`config.mk`:
```
export PLATFORM = sky130hd
export DESIGN_NAME = mouse_click_drag_classifier
export DESIGN_NICKNAME = d
export VERILOG_FILES = /design/src/hdl/mcdc_pkg.sv /design/src/hdl/mouse_click_drag_classifier.sv /design/src/hdl/mcdc_regs.sv /design/src/hdl/mcdc_front.sv /design/src/hdl/mcdc_queue.sv /design/src/hdl/mcdc_back.sv
export SDC_FILE = /design/constraint.sdc
export NUM_CORES = 1
export LEC_CHECK = 0
export ABC_AREA = 0
export BUFFER_PORTS_ARGS = -buffer_cell sky130_fd_sc_hd__buf_2
export CORE_ASPECT_RATIO = 0.8
export CORE_MARGIN = 3
export CORE_UTILIZATION = 50
export CTS_CLUSTER_SIZE = 12
export DETAILED_ROUTE_END_ITERATION = 7
export PLACE_DENSITY = 0.77
export SYNTH_ARGS = -nofsm -noshare
export SYNTH_HDL_FRONTEND = slang
export SYNTH_SLANG_ARGS = --single-unit
```
`constraint.sdc`:
```
create_clock -name clk_i -period 20.1 [get_ports clk_i]
set_clock_uncertainty 0.15 [all_clocks]
set_input_delay 3.015 -clock clk_i [delete_from_list [all_inputs] [get_ports clk_i]]
set_output_delay 3.015 -clock clk_i [all_outputs]
set_load 0.02 [all_outputs]
```
`src/hdl/mcdc_pkg.sv`:
```
// shared types and constants of the pointer click/drag classifier
package mcdc_pkg;

  // raw event kinds on the input channel
  typedef enum logic [1:0] {
    MODE_PRESS   = 2'd0,
    MODE_RELEASE = 2'd1,
    MODE_DOUBLE  = 2'd2,
    MODE_MOTION  = 2'd3
  } mode_e;

  // synthesized event kinds on the output channel
  typedef enum logic [3:0] {
    KIND_DOWN    = 4'd0,
    KIND_UP      = 4'd1,
    KIND_CLICK   = 4'd2,
    KIND_DBL     = 4'd3,
    KIND_MOTION  = 4'd4,
    KIND_DSTART  = 4'd5,
    KIND_DRAG    = 4'd6,
    KIND_DEND    = 4'd7,
    KIND_CANCEL  = 4'd8
  } kind_e;

  // button codes
  localparam logic [2:0] BTN_NONE  = 3'd0;
  localparam logic [2:0] BTN_LEFT  = 3'd1;
  localparam logic [2:0] BTN_RIGHT = 3'd3;
  localparam logic [2:0] BTN_MAX   = 3'd5;

  // register indexes (paddr[2])
  localparam logic REG_DRAG_THRESHOLD = 1'b0;
  localparam logic REG_MIN_DRAG_TIME  = 1'b1;

  localparam logic [7:0]  DRAG_THRESHOLD_RST = 8'd2;
  localparam logic [15:0] MIN_DRAG_TIME_RST  = 16'd100;

  localparam int unsigned MaxResults = 3;

  // configuration as seen by the classifier
  typedef struct packed {
    logic [7:0]  drag_threshold;
    logic [15:0] min_drag_time;
  } cfg_t;

  // one synthesized event
  typedef struct packed {
    kind_e              kind;
    logic [2:0]         button;
    logic signed [15:0] x;
    logic signed [15:0] y;
  } result_t;

  // all events caused by one input beat
  typedef struct packed {
    logic [1:0]                     last_idx;
    result_t [MaxResults-1:0]       res;
  } bundle_t;

endpackage

```
`src/hdl/mouse_click_drag_classifier.sv`:
```
// top level of the pointer click/drag classifier
//
// input channel: one raw pointer event per beat (mode, button, meta flag,
// position, millisecond time), in_valid_i / in_stall_o.
// output channel: synthesized events (kind, button, position, last flag),
// out_valid_o / out_stall_i; last_o marks the final event of an input beat.
// each input beat yields one to three output beats.
// the front end classifies an event in the cycle it is accepted and writes
// its events into a two-entry queue; the output sequencer emits one event
// per cycle while the output is not stalled; the first event of a beat
// passes through the queue entry and then the output register. the single
// output port, emitting a beat's 1 to 3 events in turn, sets sustained throughput.
// inputs are taken back to back while the queue has room, also while an
// event waits on a stalled output; a full queue raises in_stall_o.
// reset clears the gesture state, press position and time, the queue and
// the output valid; the registers return to threshold 2 and 100 ms.
// registers (apb, pready always high): 0x0 drag threshold, 0x4 min drag time.
module mouse_click_drag_classifier (
  input  logic               clk_i,
  input  logic               rst_ni,
  input  logic               psel,
  input  logic               penable,
  input  logic               pwrite,
  input  logic [2:0]         paddr,
  input  logic [31:0]        pwdata,
  output logic [31:0]        prdata,
  output logic               pready,
  input  logic               in_valid_i,
  output logic               in_stall_o,
  input  logic [1:0]         mode_i,
  input  logic [2:0]         button_i,
  input  logic               meta_held_i,
  input  logic signed [15:0] pos_x_i,
  input  logic signed [15:0] pos_y_i,
  input  logic [31:0]        time_ms_i,
  output logic               out_valid_o,
  input  logic               out_stall_i,
  output logic [3:0]         kind_o,
  output logic [2:0]         out_button_o,
  output logic signed [15:0] out_x_o,
  output logic signed [15:0] out_y_o,
  output logic               last_o
);
  import mcdc_pkg::*;

  cfg_t    cfg;
  bundle_t bundle;
  bundle_t head;
  logic    q_full;
  logic    q_valid;
  logic    q_pop;
  logic    take;

  assign in_stall_o = q_full;
  assign take       = in_valid_i && !q_full;

  mcdc_regs u_regs (
    .clk_i   (clk_i),
    .rst_ni  (rst_ni),
    .psel    (psel),
    .penable (penable),
    .pwrite  (pwrite),
    .paddr   (paddr),
    .pwdata  (pwdata),
    .prdata  (prdata),
    .pready  (pready),
    .cfg_o   (cfg)
  );

  mcdc_front u_front (
    .clk_i       (clk_i),
    .rst_ni      (rst_ni),
    .cfg_i       (cfg),
    .take_i      (take),
    .mode_i      (mode_i),
    .button_i    (button_i),
    .meta_held_i (meta_held_i),
    .pos_x_i     (pos_x_i),
    .pos_y_i     (pos_y_i),
    .time_ms_i   (time_ms_i),
    .bundle_o    (bundle)
  );

  mcdc_queue u_queue (
    .clk_i       (clk_i),
    .rst_ni      (rst_ni),
    .push_i      (take),
    .push_data_i (bundle),
    .full_o      (q_full),
    .pop_i       (q_pop),
    .valid_o     (q_valid),
    .head_o      (head)
  );

  mcdc_back u_back (
    .clk_i        (clk_i),
    .rst_ni       (rst_ni),
    .q_valid_i    (q_valid),
    .q_head_i     (head),
    .q_pop_o      (q_pop),
    .out_valid_o  (out_valid_o),
    .out_stall_i  (out_stall_i),
    .kind_o       (kind_o),
    .out_button_o (out_button_o),
    .out_x_o      (out_x_o),
    .out_y_o      (out_y_o),
    .last_o       (last_o)
  );

endmodule

```
`src/hdl/mcdc_regs.sv`:
```
// apb register file holding drag threshold and minimum drag time
module mcdc_regs (
  input  logic                 clk_i,
  input  logic                 rst_ni,
  input  logic                 psel,
  input  logic                 penable,
  input  logic                 pwrite,
  input  logic [2:0]           paddr,
  input  logic [31:0]          pwdata,
  output logic [31:0]          prdata,
  output logic                 pready,
  output mcdc_pkg::cfg_t       cfg_o
);
  import mcdc_pkg::*;

  logic [7:0]  thr_q;
  logic [15:0] min_time_q;
  logic        wr_en;

  assign pready = 1'b1;
  assign wr_en  = psel && penable && pwrite;

  // register writes
  always_ff @(posedge clk_i or negedge rst_ni) begin
    if (!rst_ni) begin
      thr_q      <= DRAG_THRESHOLD_RST;
      min_time_q <= MIN_DRAG_TIME_RST;
    end else if (wr_en) begin
      if (paddr[2] == REG_DRAG_THRESHOLD) begin
        thr_q <= pwdata[7:0];
      end else begin
        min_time_q <= pwdata[15:0];
      end
    end
  end

  // read mux
  always_comb begin
    if (paddr[2] == REG_MIN_DRAG_TIME) begin
      prdata = {16'd0, min_time_q};
    end else begin
      prdata = {24'd0, thr_q};
    end
  end

  assign cfg_o.drag_threshold = thr_q;
  assign cfg_o.min_drag_time  = min_time_q;

endmodule

```
`src/hdl/mcdc_front.sv`:
```
// front end: keeps the gesture state and turns each input beat into an event bundle
module mcdc_front (
  input  logic                  clk_i,
  input  logic                  rst_ni,
  input  mcdc_pkg::cfg_t        cfg_i,
  input  logic                  take_i,
  input  logic [1:0]            mode_i,
  input  logic [2:0]            button_i,
  input  logic                  meta_held_i,
  input  logic signed [15:0]    pos_x_i,
  input  logic signed [15:0]    pos_y_i,
  input  logic [31:0]           time_ms_i,
  output mcdc_pkg::bundle_t     bundle_o
);
  import mcdc_pkg::*;

  function automatic result_t mk_res(kind_e k, logic [2:0] b,
                                     logic signed [15:0] x, logic signed [15:0] y);
    result_t r;
    r.kind   = k;
    r.button = b;
    r.x      = x;
    r.y      = y;
    return r;
  endfunction

  logic               dragging_q, dragging_d;
  logic               button_down_q, button_down_d;
  logic               up_right_q, up_right_d;
  logic               up_double_q, up_double_d;
  logic signed [15:0] press_x_q, press_x_d;
  logic signed [15:0] press_y_q, press_y_d;
  logic [31:0]        press_time_q, press_time_d;

  logic [2:0]         btn;
  logic [2:0]         btn_rel;
  logic signed [16:0] dx, dy;
  logic [16:0]        adx, ady;
  logic               beyond;
  logic [31:0]        dur;
  logic               too_short;
  result_t            zero_res;

  // button cleanup and release remap after a meta press
  assign btn     = (button_i > BTN_MAX) ? BTN_NONE : button_i;
  assign btn_rel = (up_right_q && btn == BTN_LEFT) ? BTN_RIGHT : btn;

  // travel from the last press against the threshold, per axis
  assign dx     = {pos_x_i[15], pos_x_i} - {press_x_q[15], press_x_q};
  assign dy     = {pos_y_i[15], pos_y_i} - {press_y_q[15], press_y_q};
  assign adx    = dx[16] ? 17'(-dx) : 17'(dx);
  assign ady    = dy[16] ? 17'(-dy) : 17'(dy);
  assign beyond = (adx > {9'd0, cfg_i.drag_threshold}) ||
                  (ady > {9'd0, cfg_i.drag_threshold});

  // wrapping drag duration
  assign dur       = time_ms_i - press_time_q;
  assign too_short = dur < {16'd0, cfg_i.min_drag_time};

  assign zero_res = mk_res(KIND_CANCEL, BTN_NONE, 16'sd0, 16'sd0);

  // classification and next state
  always_comb begin
    dragging_d    = dragging_q;
    button_down_d = button_down_q;
    up_right_d    = up_right_q;
    up_double_d   = up_double_q;
    press_x_d     = press_x_q;
    press_y_d     = press_y_q;
    press_time_d  = press_time_q;
    bundle_o.last_idx = 2'd0;
    bundle_o.res      = {MaxResults{zero_res}};
    unique case (mode_e'(mode_i))
      MODE_PRESS: begin
        press_x_d     = pos_x_i;
        press_y_d     = pos_y_i;
        press_time_d  = time_ms_i;
        button_down_d = 1'b1;
        if (meta_held_i) begin
          up_right_d = 1'b1;
        end
        bundle_o.res[0] = mk_res(KIND_DOWN, meta_held_i ? BTN_RIGHT : btn,
                                 pos_x_i, pos_y_i);
      end
      MODE_RELEASE: begin
        up_right_d    = 1'b0;
        button_down_d = 1'b0;
        up_double_d   = 1'b0;
        dragging_d    = 1'b0;
        if (dragging_q) begin
          if (too_short) begin
            bundle_o.res[0] = zero_res;
            if (!beyond) begin
              bundle_o.res[1]   = mk_res(KIND_CLICK, btn_rel, press_x_q, press_y_q);
              bundle_o.res[2]   = mk_res(KIND_UP, btn_rel, pos_x_i, pos_y_i);
              bundle_o.last_idx = 2'd2;
            end else begin
              bundle_o.res[1]   = mk_res(KIND_UP, btn_rel, pos_x_i, pos_y_i);
              bundle_o.last_idx = 2'd1;
            end
          end else begin
            bundle_o.res[0]   = mk_res(KIND_DEND, btn_rel, pos_x_i, pos_y_i);
            bundle_o.res[1]   = mk_res(KIND_UP, btn_rel, pos_x_i, pos_y_i);
            bundle_o.last_idx = 2'd1;
          end
        end else if (!up_double_q) begin
          bundle_o.res[0]   = mk_res(KIND_CLICK, btn_rel, press_x_q, press_y_q);
          bundle_o.res[1]   = mk_res(KIND_UP, btn_rel, pos_x_i, pos_y_i);
          bundle_o.last_idx = 2'd1;
        end else begin
          bundle_o.res[0] = mk_res(KIND_UP, btn_rel, pos_x_i, pos_y_i);
        end
      end
      MODE_DOUBLE: begin
        up_double_d       = 1'b1;
        bundle_o.res[0]   = mk_res(KIND_DOWN, btn, pos_x_i, pos_y_i);
        bundle_o.res[1]   = mk_res(KIND_DBL, btn, pos_x_i, pos_y_i);
        bundle_o.last_idx = 2'd1;
      end
      MODE_MOTION: begin
        if (!dragging_q && button_down_q && beyond) begin
          dragging_d        = 1'b1;
          bundle_o.res[0]   = mk_res(KIND_DSTART, btn, press_x_q, press_y_q);
          bundle_o.res[1]   = mk_res(KIND_DRAG, btn, pos_x_i, pos_y_i);
          bundle_o.last_idx = 2'd1;
        end else begin
          bundle_o.res[0] = mk_res(dragging_q ? KIND_DRAG : KIND_MOTION, btn,
                                   pos_x_i, pos_y_i);
        end
      end
      default: begin
        bundle_o.res[0] = zero_res;
      end
    endcase
  end

  // gesture state, updated on each accepted beat
  always_ff @(posedge clk_i or negedge rst_ni) begin
    if (!rst_ni) begin
      dragging_q    <= 1'b0;
      button_down_q <= 1'b0;
      up_right_q    <= 1'b0;
      up_double_q   <= 1'b0;
      press_x_q     <= 16'sd0;
      press_y_q     <= 16'sd0;
      press_time_q  <= 32'd0;
    end else if (take_i) begin
      dragging_q    <= dragging_d;
      button_down_q <= button_down_d;
      up_right_q    <= up_right_d;
      up_double_q   <= up_double_d;
      press_x_q     <= press_x_d;
      press_y_q     <= press_y_d;
      press_time_q  <= press_time_d;
    end
  end

endmodule

```
`src/hdl/mcdc_queue.sv`:
```
// two-entry bundle queue between front end and output sequencer
module mcdc_queue (
  input  logic               clk_i,
  input  logic               rst_ni,
  input  logic               push_i,
  input  mcdc_pkg::bundle_t  push_data_i,
  output logic               full_o,
  input  logic               pop_i,
  output logic               valid_o,
  output mcdc_pkg::bundle_t  head_o
);
  import mcdc_pkg::*;

  bundle_t    mem_q [2];
  logic       wr_ptr_q, rd_ptr_q;
  logic [1:0] count_q;

  assign full_o  = count_q == 2'd2;
  assign valid_o = count_q != 2'd0;
  assign head_o  = mem_q[rd_ptr_q];

  // storage
  always_ff @(posedge clk_i) begin
    if (push_i) begin
      mem_q[wr_ptr_q] <= push_data_i;
    end
  end

  // pointers and fill count
  always_ff @(posedge clk_i or negedge rst_ni) begin
    if (!rst_ni) begin
      wr_ptr_q <= 1'b0;
      rd_ptr_q <= 1'b0;
      count_q  <= 2'd0;
    end else begin
      if (push_i) begin
        wr_ptr_q <= ~wr_ptr_q;
      end
      if (pop_i) begin
        rd_ptr_q <= ~rd_ptr_q;
      end
      if (push_i && !pop_i) begin
        count_q <= count_q + 2'd1;
      end else if (pop_i && !push_i) begin
        count_q <= count_q - 2'd1;
      end
    end
  end

endmodule

```
`src/hdl/mcdc_back.sv`:
```
// output sequencer: emits the events of each bundle one beat at a time
module mcdc_back (
  input  logic               clk_i,
  input  logic               rst_ni,
  input  logic               q_valid_i,
  input  mcdc_pkg::bundle_t  q_head_i,
  output logic               q_pop_o,
  output logic               out_valid_o,
  input  logic               out_stall_i,
  output logic [3:0]         kind_o,
  output logic [2:0]         out_button_o,
  output logic signed [15:0] out_x_o,
  output logic signed [15:0] out_y_o,
  output logic               last_o
);
  import mcdc_pkg::*;

  logic       out_valid_q;
  logic [1:0] idx_q;
  logic       load;
  logic       at_last;
  result_t    res_q;
  logic       last_q;

  assign load    = q_valid_i && (!out_valid_q || !out_stall_i);
  assign at_last = idx_q == q_head_i.last_idx;
  assign q_pop_o = load && at_last;

  // position within the current bundle
  always_ff @(posedge clk_i or negedge rst_ni) begin
    if (!rst_ni) begin
      out_valid_q <= 1'b0;
      idx_q       <= 2'd0;
    end else begin
      if (load) begin
        out_valid_q <= 1'b1;
        idx_q       <= at_last ? 2'd0 : idx_q + 2'd1;
      end else if (!out_stall_i) begin
        out_valid_q <= 1'b0;
      end
    end
  end

  // output register
  always_ff @(posedge clk_i) begin
    if (load) begin
      res_q  <= q_head_i.res[idx_q];
      last_q <= at_last;
    end
  end

  assign out_valid_o  = out_valid_q;
  assign kind_o       = res_q.kind;
  assign out_button_o = res_q.button;
  assign out_x_o      = res_q.x;
  assign out_y_o      = res_q.y;
  assign last_o       = last_q;

endmodule

```
==> metrics.md <==
| Metric | Value |
|---|---|
| Via count | `15200` |
| Die H | `192 um` |
| Final Cycle Share | `47.6%` |
| Initial antenna violation count | `2` |
| Synth Area in Adders | `6.11%` |
| Main combinational cell family by area after synthesis | `compound AO/OA/AOI/OAI gates` |
| Worst Tran Pin Value | `1040 ps` |
| RD Place Congestion | `0.905` |
| Largest net degree at the start of global routing | `67` |
| F_max | `105 MHz` |
| HP Class | `reg -> reg` |
| Cell Pwr Density | `163 mW/mm^2` |
| Register bit count reported by yosys | `373` |
| Overall Global Routing Usage | `22.2%` |
| Final Slew Violations | `0` |
| Synth async-reset ratio | `26.5%` |
| Post-CTS Setup Inserts | `0` |
| Initial core utilization | `51.2%` |
| Yosys cell types | `111` |
| EDFF count, synth | `~270` |
| Core area | `0.0423 sq mm` |
| XOR/XNOR Fraction of Synth Area | `between 2 and 3%` |
| Remaining antenna violation count | `0` |
| Layout cell share with drive strength beyond 1 | `22.1%` |
| Hold_buf cts | `0` |
| Compound-gate portion of the synthesized area | `15.2%` |
| Place WS | `10120 ps` |
| Clk sinks | `around 370` |
| DRC | `0` |
| Vias per inst | `6.02` |
| CP Launch Type | `input pin` |
| I/O pin count | `187` |
| WL/cell | `20.5 um` |
| # port buffers | `between 150 and 200` |
| CP Data Arrival Time | `9810 ps` |
| Mapped Avg Cell Area | `about 12 sq um` |
| # rows | `67` |
| Setup CP Type | `in -> reg` |
| Total wire length | `51.7 mm` |
| Post-synthesis cell area | `around 0.022 sq mm` |
| Setup TNS | `0 ps` |
| Min Tclk post-route | `9570 ps` |
| Starting DRT DRC Count | `1524` |
| RSZ-0062 raised after global routing | `false` |
| Status | `complete, no violations` |
| Top-area cell type share of the netlist area | `38.0%` |
| Post-route setup slack | `10530 ps` |
| Leakage power | `0.00969 uW` |
| Mapped Cells | `1811` |
| Most numerous cell in the Yosys netlist | `edfxtp_1` |
| Mux contribution to synthesized area | `10.6%` |
| Maximum clock insertion buffer count | `3` |
| WHS | `354 ps` |
| Worst-path clk slew | `roughly 60 ps` |
| Die W | `239 um` |
| Sequential fraction of the synthesis area | `49.5%` |
| Peak supply drop | `0.0798 mV` |
| CTS tree | `built` |
| Total CTS buffers | `40` |
| Clock latency on the worst-skew pair | `550 ps` |
| Final HPWL DP | `between 30 and 40 mm` |
| Area growth from synthesis to layout | `10.4%` |
| First-pass DRT Iterations | `6` |
| Clock root cell | `clkbuf_16` |
| CP max FO | `32` |
| Relative slew slack | `between 30% and 40%` |
| Max-cap violations | `0` |
| Utilization after layout | `between 50% and 60%` |
| Synth warnings | `0` |
| Synth Flop Type | `edfxtp_1` |
| Crit path required time | `20340 ps` |
| Top cells by area, synth | `edfxtp_1 (38%), dfrtp_1 (11%), ha_1 (5.8%)` |
| Hold Vio Cnt, Final | `0` |
| H-tree Lvls | `2` |
| Yosys top cell by area | `edfxtp_1` |
| Final #Nets | `2154` |
| Filler cells | `roughly 3400` |
| Post-CTS resize count | `0` |
| Vias in the first global route | `14700` |
| Worst setup EP type | `flip-flop` |
| Grt ovf | `0` |
| Commonest cells post-synth | `edfxtp_1 (274), inv_1 (152), nand2_1 (120)` |
| First-pass GRT wire length | `80.8 mm` |
| Simple-gate area share of the yosys netlist | `10.2%` |
| Final setup violation count | `0` |
| Die ar. | `approximately 0.046 sq mm` |
==> cells by family (layout without fill, tap and decap cells) <==
| logic type | count (synthesis) | after routing |
|---|---|---|
| AO/OA/AOI/OAI | 428 | 428 |
| XOR/XNOR | 65 | 65 |
| adder cells (fa/ha/maj) | 104 | 104 |
| buffers and inverters | 249 | 393 |
| flip-flops | 373 | 373 |
| multiplexers | 170 | 170 |
| other | 2 | 18 |
| AND/OR/NAND/NOR | 420 | 420 |
==> cell usage in the layout (no fill, tap or decap), types with 10 or more instances in the layout <==
cell / instances
a211oi_1: 14
a21o_1: 29
a21oi_1: 72
a22o_1: 34
a31oi_1: 16
and2_1: 43
and3_1: 10
buf_2: 150
buf_4: 15
clkbuf_1: 19
clkbuf_16: 41
conb_1: 17
dfrtp_1: 94
edfxtp_1: 274
ha_1: 101
inv_1: 151
mux2_2: 88
mux2i_1: 43
mux4_2: 39
nand2_1: 118
nand2b_1: 21
nand3_1: 19
nand4_1: 16
nor2_1: 85
nor2b_1: 12
nor3_1: 24
o211ai_1: 16
o21a_1: 12
o21ai_0: 69
o22ai_1: 43
o2bb2ai_2: 31
or3_1: 12
xnor2_1: 39
xor2_1: 26
==> sequential cells by signal (all words and copies together), names as in the netlist, 2 cells and up <==
| register | cells |
|---|---|
| u_back.idx_q | 2 |
| u_back.kind_o | 4 |
| u_back.out_button_o | 3 |
| u_back.out_x_o | 16 |
| u_back.out_y_o | 16 |
| u_front.press_time_q | 32 |
| u_front.press_x_q | 16 |
| u_front.press_y_q | 16 |
| u_queue.count_q | 2 |
| u_queue.mem_q | 234 |
| u_regs.min_time_q | 16 |
| u_regs.thr_q | 8 |
==> layer usage <==
layer	GRT usage [%]	up-vias	part of all wire [%]
met5	0	-	0.023
met4	5.49	2	1.9
met3	3.53	83	7.6
met2	35.4	641	46
met1	31.9	7461	45
li1	-	7010	-
==> metrics by stage <==
stage	std cells	total power (uW)	instance area [sq um]
after global placement	2448	3100	22600
after global routing	2523	4160	23900
after CTS	2522	3900	23900
final	2523	3900	23900
after floorplan	1826	2720	21700
after detailed placement	2448	3170	22600
==> area by class of cell <==
type	instances	area, sq um	share of cell area (%)
antenna	1	2.50	0.0105
clock buffer	64	1150	4.82
clock inverter	10	115	0.481
inverter	154	578	2.42
multi-input combinational	1204	9800	41.0
sequential	373	10700	44.8
tap	552	691	2.89
timing repair buffer	165	863	3.61
==> critical path, cell delays in order <==
cell       delay [ps]
buf_2             100
inv_1              80
ha_1              190
inv_1              60
fa_1              410
a21o_1            210
a221o_1           330
o211ai_1          460
nand2b_1          180
xor2_1            240
ha_1              290
a21o_1            170
a2111oi_0         550
o221ai_1          230
nor4b_1           320
nand3_1           100
and4b_1           330
nand4_1           120
nor4b_1           700
nand3_4           300
nor2_8            570
buf_4             570
and2_1            250
==> final timing paths <==
path | endpoint | start | cells past startpoint | slack, ps
max | u_queue.mem_q[1][88] | time_ms_i[0] | 23 | 10530
min | u_front.press_time_q[26] | u_front.press_time_q[26] | 1 | 350
max reg2reg | u_queue.mem_q[1][88] | u_front.press_y_q[0] | 22 | 12790
min reg2reg | u_front.press_time_q[26] | u_front.press_time_q[26] | 1 | 350
max in group asynchronous | u_queue.rd_ptr_q | rst_ni | 2 | 16040
min in group asynchronous | u_regs.thr_q[5] | rst_ni | 1 | 2350
==> power by group <==
group          switching, uW  internal (uW)  leakage (uW)
clock                    305            410      0.000617
combinational           1150            775       0.00528
sequential               132           1140       0.00379
total                   1580           2320       0.00969
Note: power is estimated with default switching activity, not from simulation.
